`src/rtl/efad_pkg.sv`:
```
`timescale 1ns / 1ps
// ----------------------------------------------------------------------------
// Encoder frame angle decoder package
// Shared constants, sequencer types and the divider status struct.
// ----------------------------------------------------------------------------
package efad_pkg;

	localparam int RAW_W   = 16;              // raw count, high and low byte
	localparam int NUM_W   = 25;              // raw * 360 < 2^25
	localparam int DEN_W   = 17;              // counts_per_turn
	localparam int ANGLE_W = 15;
	localparam int DELTA_W = 16;
	localparam int DIFF_W  = 17;              // angle difference before wrap
	localparam int CNT_W   = $clog2(NUM_W + 1);

	localparam logic [7:0]         HDR_FIRST  = 8'hAB;
	localparam logic [7:0]         HDR_SECOND = 8'hCD;
	localparam logic [DEN_W-1:0]   CPT_RESET  = 17'd16384;
	localparam logic [ANGLE_W-1:0] ANGLE_MAX  = 15'h7FFF;
	localparam logic [DIFF_W-1:0]  FULL_TURN  = 17'd360;
	localparam logic [DIFF_W-1:0]  HALF_TURN  = 17'd180;

	typedef enum logic [1:0] {
		PH_HUNT,
		PH_GOT_FIRST,
		PH_IN_FRAME
	} efad_phase_t;

	typedef enum logic [1:0] {
		ST_IDLE,
		ST_DIV,
		ST_FIN
	} efad_state_t;

	typedef struct packed {
		logic             done;
		logic [NUM_W-1:0] quo;
	} efad_div_res_t;

endpackage

```
`src/rtl/efad_in_if.sv`:
```
`timescale 1ns / 1ps
// ----------------------------------------------------------------------------
// Received byte channel
// Valid/ready channel carrying one serial byte per item.
// ----------------------------------------------------------------------------
interface efad_in_if;
	logic       valid;
	logic       ready;
	logic [7:0] rx_byte;

	modport source (output valid, output rx_byte, input ready);
	modport sink   (input valid, input rx_byte, output ready);
endinterface

```
`src/rtl/efad_out_if.sv`:
```
`timescale 1ns / 1ps
// ----------------------------------------------------------------------------
// Angle result channel
// Valid/ready channel carrying one decoded angle and its change per item.
// ----------------------------------------------------------------------------
interface efad_out_if;
	logic               valid;
	logic               ready;
	logic [14:0]        angle_deg;
	logic signed [15:0] delta_deg;

	modport source (output valid, output angle_deg, output delta_deg, input ready);
	modport sink   (input valid, input angle_deg, input delta_deg, output ready);
endinterface

```
`src/rtl/encoder_frame_angle_decoder_core.sv`:
```
`timescale 1ns / 1ps
// ----------------------------------------------------------------------------
// Encoder frame angle decoder
// Frames serial encoder bytes on the 0xAB 0xCD header, divides raw*360 by the
// counts per turn and reports the angle and its wrapped change per frame.
// The last byte of a frame starts the bit-serial divider; its quotient goes
// via ST_FIN to the result register. Throughput: one byte per cycle, but the
// input is stalled from a frame end until that frame's result is loaded.
// Reset: arst_n clears sync, position, previous angle and result valid;
// counts_per_turn returns to 16384.
// ----------------------------------------------------------------------------
module encoder_frame_angle_decoder_core
	import efad_pkg::*;
#(
	parameter int FRAME_BYTES = 10
) (
	input  logic             clk,
	input  logic             arst_n,
	efad_in_if.sink          rx,
	efad_out_if.source       res,
	input  logic             cfg_we,
	input  logic [DEN_W-1:0] cfg_wdata
);

	localparam int POS_W = $clog2(FRAME_BYTES);

	efad_state_t         state_q, state_d;
	efad_phase_t         phase_q;
	logic [POS_W-1:0]    pos_q;
	logic [7:0]          raw_high_q;
	logic [7:0]          raw_low_q;
	logic [ANGLE_W-1:0]  prev_angle_q;
	logic                prev_valid_q;
	logic [DEN_W-1:0]    cpt_q;
	logic                out_valid_q;
	logic [ANGLE_W-1:0]  angle_q;
	logic [DELTA_W-1:0]  delta_q;

	logic                rx_fire;
	logic                frame_end;
	logic                div_start;
	logic                out_load;
	logic                out_free;
	logic [RAW_W-1:0]    raw;
	logic [NUM_W-1:0]    num;
	logic [ANGLE_W-1:0]  angle;
	logic signed [DIFF_W-1:0] diff;
	logic signed [DIFF_W-1:0] diff_w;
	logic [DELTA_W-1:0]  delta;
	efad_div_res_t       div_res;

	assign rx_fire   = rx.valid && rx.ready;
	assign frame_end = (phase_q == PH_IN_FRAME) && (pos_q == POS_W'(FRAME_BYTES - 1));
	assign out_free  = !out_valid_q || res.ready;

	// short frames end on the low raw byte itself
	assign raw = {raw_high_q, (pos_q == POS_W'(4)) ? rx.rx_byte : raw_low_q};
	// raw * 360 = raw * (256 + 64 + 32 + 8)
	assign num = (NUM_W'(raw) << 8) + (NUM_W'(raw) << 6)
	           + (NUM_W'(raw) << 5) + (NUM_W'(raw) << 3);

	efad_div u_div (
		.clk    (clk),
		.arst_n (arst_n),
		.start  (div_start),
		.num    (num),
		.den    (cpt_q),
		.res    (div_res)
	);

	assign angle = (div_res.quo > NUM_W'(ANGLE_MAX)) ? ANGLE_MAX
	                                                 : div_res.quo[ANGLE_W-1:0];

	// the wrapped difference always fits the 16-bit result
	always_comb begin
		diff   = $signed({2'b00, angle}) - $signed({2'b00, prev_angle_q});
		diff_w = diff;
		if (diff >= $signed(HALF_TURN)) begin
			diff_w = diff - $signed(FULL_TURN);
		end else if (diff <= -$signed(HALF_TURN)) begin
			diff_w = diff + $signed(FULL_TURN);
		end
		delta = prev_valid_q ? diff_w[DELTA_W-1:0] : '0;
	end

	always_comb begin
		state_d = state_q;
		unique case (state_q)
			ST_IDLE: begin
				if (rx_fire && frame_end) state_d = ST_DIV;
			end
			ST_DIV: begin
				if (div_res.done) state_d = ST_FIN;
			end
			ST_FIN: begin
				if (out_free) state_d = ST_IDLE;
			end
			default: state_d = ST_IDLE;
		endcase
	end

	always_comb begin
		rx.ready  = 1'b0;
		div_start = 1'b0;
		out_load  = 1'b0;
		unique case (state_q)
			ST_IDLE: begin
				rx.ready  = 1'b1;
				div_start = rx.valid && frame_end;
			end
			ST_DIV: ;
			ST_FIN: out_load = out_free;
			default: ;
		endcase
	end

	always_ff @(posedge clk or negedge arst_n) begin
		if (!arst_n) begin
			state_q      <= ST_IDLE;
			phase_q      <= PH_HUNT;
			pos_q        <= '0;
			prev_angle_q <= '0;
			prev_valid_q <= 1'b0;
			cpt_q        <= CPT_RESET;
			out_valid_q  <= 1'b0;
		end else begin
			state_q <= state_d;
			if (cfg_we) cpt_q <= cfg_wdata;

			if (out_load) begin
				out_valid_q  <= 1'b1;
				prev_angle_q <= angle;
				prev_valid_q <= 1'b1;
			end else if (res.ready) begin
				out_valid_q <= 1'b0;
			end

			if (rx_fire) begin
				unique case (phase_q)
					PH_HUNT: begin
						if (rx.rx_byte == HDR_FIRST) phase_q <= PH_GOT_FIRST;
					end
					PH_GOT_FIRST: begin
						if (rx.rx_byte == HDR_SECOND) begin
							phase_q <= PH_IN_FRAME;
							pos_q   <= POS_W'(2);
						end else if (rx.rx_byte != HDR_FIRST) begin
							phase_q <= PH_HUNT;
						end
					end
					PH_IN_FRAME: begin
						if (frame_end) begin
							phase_q <= PH_HUNT;
							pos_q   <= '0;
						end else begin
							pos_q <= pos_q + 1'b1;
						end
					end
					default: phase_q <= PH_HUNT;
				endcase
			end
		end
	end

	always_ff @(posedge clk) begin
		if (rx_fire && phase_q == PH_IN_FRAME) begin
			if (pos_q == POS_W'(3)) raw_high_q <= rx.rx_byte;
			if (pos_q == POS_W'(4)) raw_low_q  <= rx.rx_byte;
		end
		if (out_load) begin
			angle_q <= angle;
			delta_q <= delta;
		end
	end

	assign res.valid     = out_valid_q;
	assign res.angle_deg = angle_q;
	assign res.delta_deg = delta_q;

endmodule

```
`src/rtl/efad_div.sv`:
```
`timescale 1ns / 1ps
// ----------------------------------------------------------------------------
// Radix-2 restoring divider
// One quotient bit per cycle; a zero divisor gives an all-ones quotient.
// ----------------------------------------------------------------------------
module efad_div
	import efad_pkg::*;
(
	input  logic             clk,
	input  logic             arst_n,
	input  logic             start,
	input  logic [NUM_W-1:0] num,
	input  logic [DEN_W-1:0] den,
	output efad_div_res_t    res
);

	logic             busy_q;
	logic             done_q;
	logic [CNT_W-1:0] cnt_q;
	logic [NUM_W-1:0] quo_q;      // numerator shifts out, quotient shifts in
	logic [DEN_W-1:0] den_q;
	logic [DEN_W-1:0] rem_q;
	logic [DEN_W:0]   rem_sh;
	logic [DEN_W:0]   rem_sub;
	logic             ge;

	assign rem_sh  = {rem_q, quo_q[NUM_W-1]};
	assign rem_sub = rem_sh - {1'b0, den_q};
	assign ge      = rem_sh >= {1'b0, den_q};

	always_ff @(posedge clk or negedge arst_n) begin
		if (!arst_n) begin
			busy_q <= 1'b0;
			done_q <= 1'b0;
			cnt_q  <= '0;
		end else begin
			done_q <= 1'b0;
			if (start) begin
				busy_q <= 1'b1;
				cnt_q  <= CNT_W'(NUM_W);
			end else if (busy_q) begin
				cnt_q <= cnt_q - 1'b1;
				if (cnt_q == CNT_W'(1)) begin
					busy_q <= 1'b0;
					done_q <= 1'b1;
				end
			end
		end
	end

	always_ff @(posedge clk) begin
		if (start) begin
			quo_q <= num;
			den_q <= den;
			rem_q <= '0;
		end else if (busy_q) begin
			quo_q <= {quo_q[NUM_W-2:0], ge};
			rem_q <= ge ? rem_sub[DEN_W-1:0] : rem_sh[DEN_W-1:0];
		end
	end

	assign res.done = done_q;
	assign res.quo  = quo_q;

endmodule

```
`src/flat_wrapper.sv`:
```
// flat-port wrapper written by rule: the top's interface ports become plain ports
module encoder_frame_angle_decoder_core_flat import efad_pkg::*;
#(
	parameter int FRAME_BYTES = 10
)
  (clk, arst_n, cfg_we, cfg_wdata, rx_valid, rx_rx_byte, rx_ready, res_valid, res_angle_deg, res_delta_deg, res_ready);
  efad_in_if rx_i ();
  efad_out_if res_i ();
  input  logic clk;
  input  logic arst_n;
  input  logic cfg_we;
  input  logic [DEN_W-1:0] cfg_wdata;
  input wire logic [$bits(rx_i.valid)-1:0] rx_valid;
  input wire logic [$bits(rx_i.rx_byte)-1:0] rx_rx_byte;
  output wire logic [$bits(rx_i.ready)-1:0] rx_ready;
  output wire logic [$bits(res_i.valid)-1:0] res_valid;
  output wire logic [$bits(res_i.angle_deg)-1:0] res_angle_deg;
  output wire logic [$bits(res_i.delta_deg)-1:0] res_delta_deg;
  input wire logic [$bits(res_i.ready)-1:0] res_ready;
  assign rx_i.valid = rx_valid;
  assign rx_i.rx_byte = rx_rx_byte;
  assign rx_ready = rx_i.ready;
  assign res_valid = res_i.valid;
  assign res_angle_deg = res_i.angle_deg;
  assign res_delta_deg = res_i.delta_deg;
  assign res_i.ready = res_ready;
  encoder_frame_angle_decoder_core #(.FRAME_BYTES(FRAME_BYTES)) u_core (.clk(clk), .arst_n(arst_n), .rx(rx_i), .res(res_i), .cfg_we(cfg_we), .cfg_wdata(cfg_wdata));
endmodule
```
`config.mk`:
```
export PLATFORM = sky130hd
export DESIGN_NAME = encoder_frame_angle_decoder_core_flat
export DESIGN_NICKNAME = d
export VERILOG_FILES = /design/src/rtl/efad_pkg.sv /design/src/rtl/efad_in_if.sv /design/src/rtl/efad_out_if.sv /design/src/rtl/encoder_frame_angle_decoder_core.sv /design/src/rtl/efad_div.sv /design/src/flat_wrapper.sv
export SDC_FILE = /design/constraint.sdc
export NUM_CORES = 1
export LEC_CHECK = 0
export BUFFER_PORTS_ARGS = -buffer_cell sky130_fd_sc_hd__buf_2
export CORE_MARGIN = 2
export CORE_UTILIZATION = 60
export CTS_CLUSTER_SIZE = 24
export DETAILED_ROUTE_END_ITERATION = 8
export PLACE_DENSITY = 0.79
export SKIP_CTS_REPAIR_TIMING = 1
export SYNTH_ARGS = -nofsm -noshare
export SYNTH_HDL_FRONTEND = slang
export SYNTH_SLANG_ARGS = --single-unit
```
`constraint.sdc`:
```
create_clock -name clk -period 8.9 [get_ports clk]
set_input_delay 0 -clock clk [delete_from_list [all_inputs] [get_ports clk]]
set_output_delay 0 -clock clk [all_outputs]
set_load 0.005 [all_outputs]
```
==> impl_metrics.csv, run 1 <==
group,metric,value,unit
synth,synth.distinct_cells,73,
routing,drtIter0Drc,439,
clock_tree,clk_pin_slew,0.06,ns
global_route,grt-ovfl-total,0,
synth,synth_edf_count,89,
die,die_w,131.5,um
synth,synthArstFlopShare,31.61,%
placed_design,gp_congestion,0.8623,
sta,fin_crit_sh,59.60,%
cells_and_area,final_nets,1143,
routing,viasPerCell,5.734,
worst_setup_path,ff2ff_path_depth,16,
clock_tree,cts.sinks,155,
synth,ys_seq_area_share,43.48,%
worst_setup_path,critPathMaxFanout,8,
routing,drc_errors,0,
placed_design,dp_hpwl,13.86,mm
worst_setup_path,endpoint,"u_core.u_div.quo_q[23]",
cells_and_area,n_antenna_cell,0,
die,core_area,15890,um2
hold_path,hp-class,"in2reg",
routing,drt_pass1_iterations,5,
worst_setup_path,crit_path_end_kind,"flop",
synth,syn-num-nets,1055,
worst_setup_path,crit_slowest_cell,"fa_1",
power_and_ir_drop,power.density,137.6,nW/um2
power_and_ir_drop,p_clk_share,47.7,%
clock_tree,root_buffer,"clkbuf_16",
power_and_ir_drop,leakagePower,4.610,nW
clock_tree,numCtsBuffers,17,
run_status,status,"complete, no violations",
routing,ant_nets,0,
global_route,grt_pass1_vias,6770,
synth,synthFlopType,"edfxtp_1",
placed_design,dp.cells,1189,
worst_setup_path,arrival,5.47,ns
sta,hold_viol_final,0,
worst_setup_path,cp_slowest_stage_delay,0.57,ns
power_and_ir_drop,p_int,1.216,mW
worst_setup_path,worstPathRequired,9.06,ns
global_route,track_usage,23.17,%
synth,netlist_area,9752,um2
die,dieHeight,131.5,um
worst_setup_path,r2r_end,"u_core.u_div.quo_q[23]",
sta,tns,0,ns
cells_and_area,synthToLayoutAreaGrowth,14.34,%
power_and_ir_drop,combPwrFrac,2.3,%
synth,yosys_register_bits,155,
worst_setup_path,r2r_start,"u_core.pos_q[0]",
synth,yosysWarnings,0,
worst_setup_path,start_kind,"flop",
power_and_ir_drop,swShare,20.75,%
die,boundaryPins,63,
sta,skew,0.008253,ns
sta,slew_headroom,20.78,%
sta,setup_viol,0,
worst_setup_path,cp-startpoint,"u_core.pos_q[0]",
worst_setup_path,cp_common_cell,"fa_1",
job,drv_cap,0,
cells_and_area,drive_above_1_share,16.07,%
cells_and_area,nFillCells,1198,
sta,worstMarginPinSlew,1.188,ns
global_route,antenna_found_initial,0,
clock_tree,cts_max_path_buffers,2,
cells_and_area,instances_no_fill,1249,
global_route,grt_max_degree,63,
placed_design,port-buffer-count,62,
worst_setup_path,worst-r2r-setup-slack,3.60,ns
die,rows,46,
power_and_ir_drop,max-vdd-ir-drop,139.1,uV
worst_setup_path,path_cells,"inv_1, ha_1, nand3b_1, mux2_2, fa_1, fa_1, fa_1, a21o_1, a21o_1, a2111o_1, and3_1, o31ai_1, o2111ai_1, a21oi_1, xor2_1, o21ai_0",
power_and_ir_drop,p_switching,0.3183,mW
die,dieArea,17290,um2
die,initial_core_util,61.39,%
routing,finalWirelength,19.85,mm
power_and_ir_drop,power_frac_seq,50.0,%
global_route,grt_first_pass_wirelength,32.46,mm
routing,routedWlPerCell,15.89,um
synth,synth_cells,932,
worst_setup_path,worstSetupPathType,"reg2reg",
clock_tree,h-tree-depth,4,
clock_tree,cts_tree,"yes",
sta,fmax,188.5,MHz
sta,fin_crit,5.305,ns
synth,syn_avg_cell_area,10.46,um2
sta,drv_slew,0,
sta,rsz0062_at_grt,"false",
clock_tree,clk_latency,0.43,ns
routing,vias,7162,
[cell usage in the layout (no fill, tap or decap), types with 12 or more instances in the layout]
cell type	Yosys	final
nand2b_1	14	14
a21o_1	19	19
fa_1	29	29
dfrtp_1	48	48
or2_2	22	22
xnor2_1	19	19
nor3_1	32	32
buf_2	1	62
dlygate4sd3_1	0	28
xor2_1	23	23
o21ai_0	47	47
ha_1	64	64
clkbuf_16	0	19
or3_1	12	12
nor2_1	52	52
inv_1	54	54
mux2_2	30	30
nand3_1	16	16
dfxtp_1	17	17
edfxtp_1	89	89
a211oi_1	18	18
mux2i_1	12	12
a21oi_1	54	54
nand2_1	94	94
[power by group through the flow]
stage                     registers, mW  logic (mW)  clock network, mW
after global routing              0.768      0.0391              0.769
after detailed placement          0.783      0.0257                  0
after floorplan                   0.781      0.0108                  0
final                             0.768      0.0350              0.731
after CTS                         0.768      0.0259              0.741
after global placement            0.782      0.0247                  0
[layout make-up]
cell class	count	area (um2)	area share, %
multi-input combinational	696	5206	46.69
inverter	54	202.7	1.818
tap	216	270.3	2.424
clock inverter	9	95.09	0.8528
sequential	155	4240	38.03
timing repair buffer	96	635.6	5.700
clock buffer	23	500.5	4.488
[sequential cells by signal (all words and copies together), names as in the netlist, 2 cells and up]
name / flops
u_core.res.delta_deg: 16
u_core.phase_q: 2
u_core.pos_q: 4
u_core.cpt_q: 17
u_core.u_div.cnt_q: 5
u_core.u_div.rem_q: 17
u_core.u_div.den_q: 17
u_core.prev_angle_q: 15
u_core.res.angle_deg: 15
u_core.u_div.quo_q: 25
u_core.state_q: 2
u_core.raw_high_q: 8
u_core.raw_low_q: 8
[synthesized netlist by cell type (5+ instances only)]
library cell	count	area, um2
nand2_1	94	352.8
edfxtp_1	89	2673
ha_1	64	800.8
a21oi_1	54	270.3
inv_1	54	202.7
nor2_1	52	195.2
dfrtp_1	48	1201
o21ai_0	47	235.2
nor3_1	32	160.2
mux2_2	30	337.8
fa_1	29	580.6
xor2_1	23	201.4
or2_2	22	137.6
clkbuf_1	20	75.07
a21o_1	19	142.6
xnor2_1	19	166.4
a211oi_1	18	135.1
dfxtp_1	17	340.3
nand3_1	16	80.08
nand2b_1	14	87.58
mux2i_1	12	120.1
or3_1	12	75.07
nor2b_1	11	68.82
o21a_1	10	75.07
o31ai_1	10	75.07
a31oi_1	9	56.30
and2_1	8	50.05
nand4_1	7	43.79
nor4_1	6	37.54
buf_1	5	18.77
nand3b_1	5	37.54
o211ai_1	5	37.54
[kinds of logic (layout without fill, tap and decap cells)]
group / count (synthesis) / in the layout / share of synthesized area (%)
simple gates: 296 / 296 / 15.10
mux: 42 / 42 / 4.696
compound gates: 221 / 221 / 15.24
xor+xnor: 44 / 44 / 4.106
fa+ha+maj: 93 / 93 / 14.16
flops: 155 / 155 / 43.48
buf+inv: 81 / 182 / 3.207
[metal layers]
metal | global-route usage (%) | share of wire, % | vias to the layer above
met5 | 0 | 0 | -
met4 | 7.729 | 1.8 | 0
met3 | 4.282 | 4.4 | 30
met2 | 37.93 | 48 | 198
met1 | 31.31 | 46 | 3368
li1 | - | - | 3566
[metrics by stage]
stage	power [mW]	setup WS [ns]	hold slack [ns]	util [%]	instance area, um2
after floorplan	0.7920	3.990	-0.2956	-	9752
after CTS	1.534	3.609	-0.2920	68.43	10870
after global placement	0.8066	3.741	0.1586	64.68	10270
after detailed placement	0.8083	3.622	0.1657	64.68	10270
after global routing	1.576	3.306	0.1352	70.20	11150
final	1.534	3.595	0.1085	70.20	11150
[critical path, delay by kind of cell (launching register included)]
kind / cells / cell delay (ns)
buf+inv: 1 / 0.07
mux: 1 / 0.46
compound gates: 7 / 1.74
fa+ha+maj: 4 / 1.70
flops: 1 / 0.42
xor+xnor: 1 / 0.14
simple gates: 2 / 0.49
[worst min-delay path by stage]
stage / start / to / slack, ns / cells after the start
3_5_place_dp: arst_n / u_core.cpt_q[5] / 0.17 / 2
5_1_grt: cfg_we / u_core.cpt_q[7] / 0.14 / 2
3_3_place_gp: arst_n / u_core.cpt_q[6] / 0.16 / 2
6_report: cfg_we / u_core.cpt_q[4] / 0.11 / 2
4_1_cts: arst_n / u_core.cpt_q[5] / -0.29 / 2
2_1_floorplan: arst_n / u_core.cpt_q[0] / -0.30 / 0
(Power assumes the default switching activity.)
==> run 2: changes to the inputs <==
- CORE_UTILIZATION: 60 -> 56
- PLACE_DENSITY: 0.79 -> 0.77
- clock period: 8.9 -> 4.6 ns (I/O delays scaled with it)
==> run 2 against run 1 <==
Net effect:
- the run now ends with negative setup slack left
- critical path depth up 1
- routed wire length increased by 7.4%
- critical path type unchanged
- first-iteration DRC count is 40% higher
- non-clock buffer count grew 44
- sequential share of layout area shrank 1.8 points
- core utilization is 2.1 points lower
- highest routed layer unchanged
- hold slack got worse by 0.015 ns
- via count is 4.2% higher
- maximum frequency up 15%
- register-to-register slack got worse by 3.6 ns
- critical endpoint unchanged
==> impl_metrics.csv, run 2 (synthesized netlist as in run 1, its figures left out) <==
group,metric,value,unit
run_status,status,"finished with violations",
run_status,violations,"negative setup slack",
cells_and_area,largest_reg_flops,25,
worst_setup_path,cp-startpoint,"u_core.pos_q[1]",
sta,drv_slew,0,
worst_setup_path,crit_path_end_kind,"flop",
placed_design,port-buffer-count,62,
die,dieArea,18490,um2
die,die_w,136.0,um
routing,drtIter0Drc,615,
routing,viasPerCell,5.733,
routing,vias,7464,
global_route,grt_pass1_vias,7283,
cells_and_area,drive_above_1_share,22.47,%
power_and_ir_drop,max-vdd-ir-drop,276.7,uV
hold_path,hp-class,"in2reg",
placed_design,dp_hpwl,14.87,mm
hold_path,min_from,"cfg_we",
sta,fmax,216.9,MHz
sta,skew,0.009489,ns
routing,finalWirelength,21.32,mm
sta,setup_ws,-0.009942,ns
cells_and_area,regMostFlops,"u_core.u_div.quo_q",
power_and_ir_drop,leakagePower,4.849,nW
job,drv_cap,0,
global_route,antenna_found_initial,0,
placed_design,dp.cells,1230,
clock_tree,clk_pin_slew,0.07,ns
cells_and_area,final_nets,1187,
worst_setup_path,arrival,4.79,ns
worst_setup_path,worstPathRequired,4.78,ns
clock_tree,cts.sinks,155,
die,initial_core_util,56.77,%
sta,worstMarginPinSlew,1.193,ns
global_route,grt_first_pass_wirelength,34.68,mm
die,dieHeight,136.0,um
cells_and_area,final_common_cell,"nand2_1",
worst_setup_path,start_kind,"flop",
die,core_area,17180,um2
global_route,track_usage,23.58,%
global_route,grt_max_degree,63,
routing,drt_pass1_iterations,5,
cells_and_area,synthToLayoutAreaGrowth,19.98,%
routing,ant_nets,0,
sta,fin_crit,4.610,ns
global_route,grt-ovfl-total,0,
routing,drc_errors,0,
clock_tree,clk_latency,0.44,ns
clock_tree,numCtsBuffers,17,
power_and_ir_drop,power.density,252.3,nW/um2
clock_tree,root_buffer,"clkbuf_16",
sta,slew_headroom,20.45,%
clock_tree,cts_tree,"yes",
placed_design,gp_congestion,0.9042,
cells_and_area,final_area,11700,um2
worst_setup_path,worstSetupPathType,"reg2reg",
placed_design,dpl_cell_area,10570,um2
cells_and_area,mostFrequentLayoutCells,"94 x nand2_1, 89 x edfxtp_1, 62 x buf_2, 61 x ha_1, 52 x inv_1",
worst_setup_path,critPathMaxFanout,7,
placed_design,post-place-ws,-0.07968,ns
clock_tree,h-tree-depth,4,
worst_setup_path,r2r_start,"u_core.pos_q[1]",
sta,rsz0062_at_grt,"true",
cells_and_area,n_antenna_cell,0,
sta,hold_viol_final,0,
die,rows,48,
cells_and_area,nFillCells,1315,
sta,setup_viol,1,
sta,fin_crit_sh,100.2,%
cells_and_area,instances_no_fill,1302,
clock_tree,cts_max_path_buffers,2,
routing,routedWlPerCell,16.38,um
die,boundaryPins,63,
[run 2: path summary, 6_finish.rpt]
kind,endpoint,slack [ns],cells past startpoint
setup / recovery,u_core.u_div.quo_q[23],-0.01,17
max in group asynchronous,u_core.prev_angle_q[13],3.95,3
hold / removal,u_core.cpt_q[0],0.09,2
hold reg to reg,u_core.u_div.den_q[9],0.45,0
setup reg to reg,u_core.u_div.quo_q[23],-0.01,17
min in group asynchronous,u_core.cpt_q[8],0.21,3
[run 2: critical path, stage by stage (launching register included)]
cell	delay [ns]
dfrtp_1	0.40
inv_2	0.08
ha_4	0.12
nand3b_1	0.08
buf_6	0.15
mux2_4	0.34
fa_1	0.57
fa_1	0.46
fa_2	0.37
a21o_1	0.16
a21o_1	0.18
a2111o_1	0.38
and3_4	0.18
o31ai_4	0.27
o2111ai_1	0.13
a21oi_1	0.20
xor2_1	0.17
o21ai_1	0.08
[run 2: per-stage QoR]
step	hold WS (ns)	utilization, %	setup TNS (ns)	power (mW)
detailed placement	0.1620	61.52	-0.1450	1.564
CTS	-0.3111	64.89	-0.1985	2.952
global placement	0.1510	61.52	0	1.561
floorplan	-0.2956	-	-0.03379	1.533
finish	0.09383	68.12	-0.009942	2.951
global route	0.1175	68.12	-0.9711	3.031
[run 2: routing by layer]
metal  GRT usage, %  part of all wire [%]  vias up  wire length, um
met2          39.23                    50      202            10600
met4          8.681                   2.5        0              535
met1          31.03                    43     3557             9273
met5              0                     0        -                0
li1               -                     -     3662                -
met3          4.213                   4.3       43              912
[run 2: layout make-up]
| type | instances | area (um2) | share of cell area (%) |
|---|---|---|---|
| clock buffer | 17 | 425.4 | 3.636 |
| multi-input combinational | 696 | 5426 | 46.38 |
| tap | 225 | 281.5 | 2.406 |
| sequential | 155 | 4240 | 36.24 |
| clock inverter | 15 | 153.9 | 1.315 |
| inverter | 54 | 202.7 | 1.732 |
| timing repair buffer | 140 | 969.7 | 8.288 |
[run 2: power by group]
part / internal (mW) / switching [mW]
Sequential: 1.48 / 0.00775
Clock: 0.765 / 0.633
Combinational: 0.0398 / 0.0278
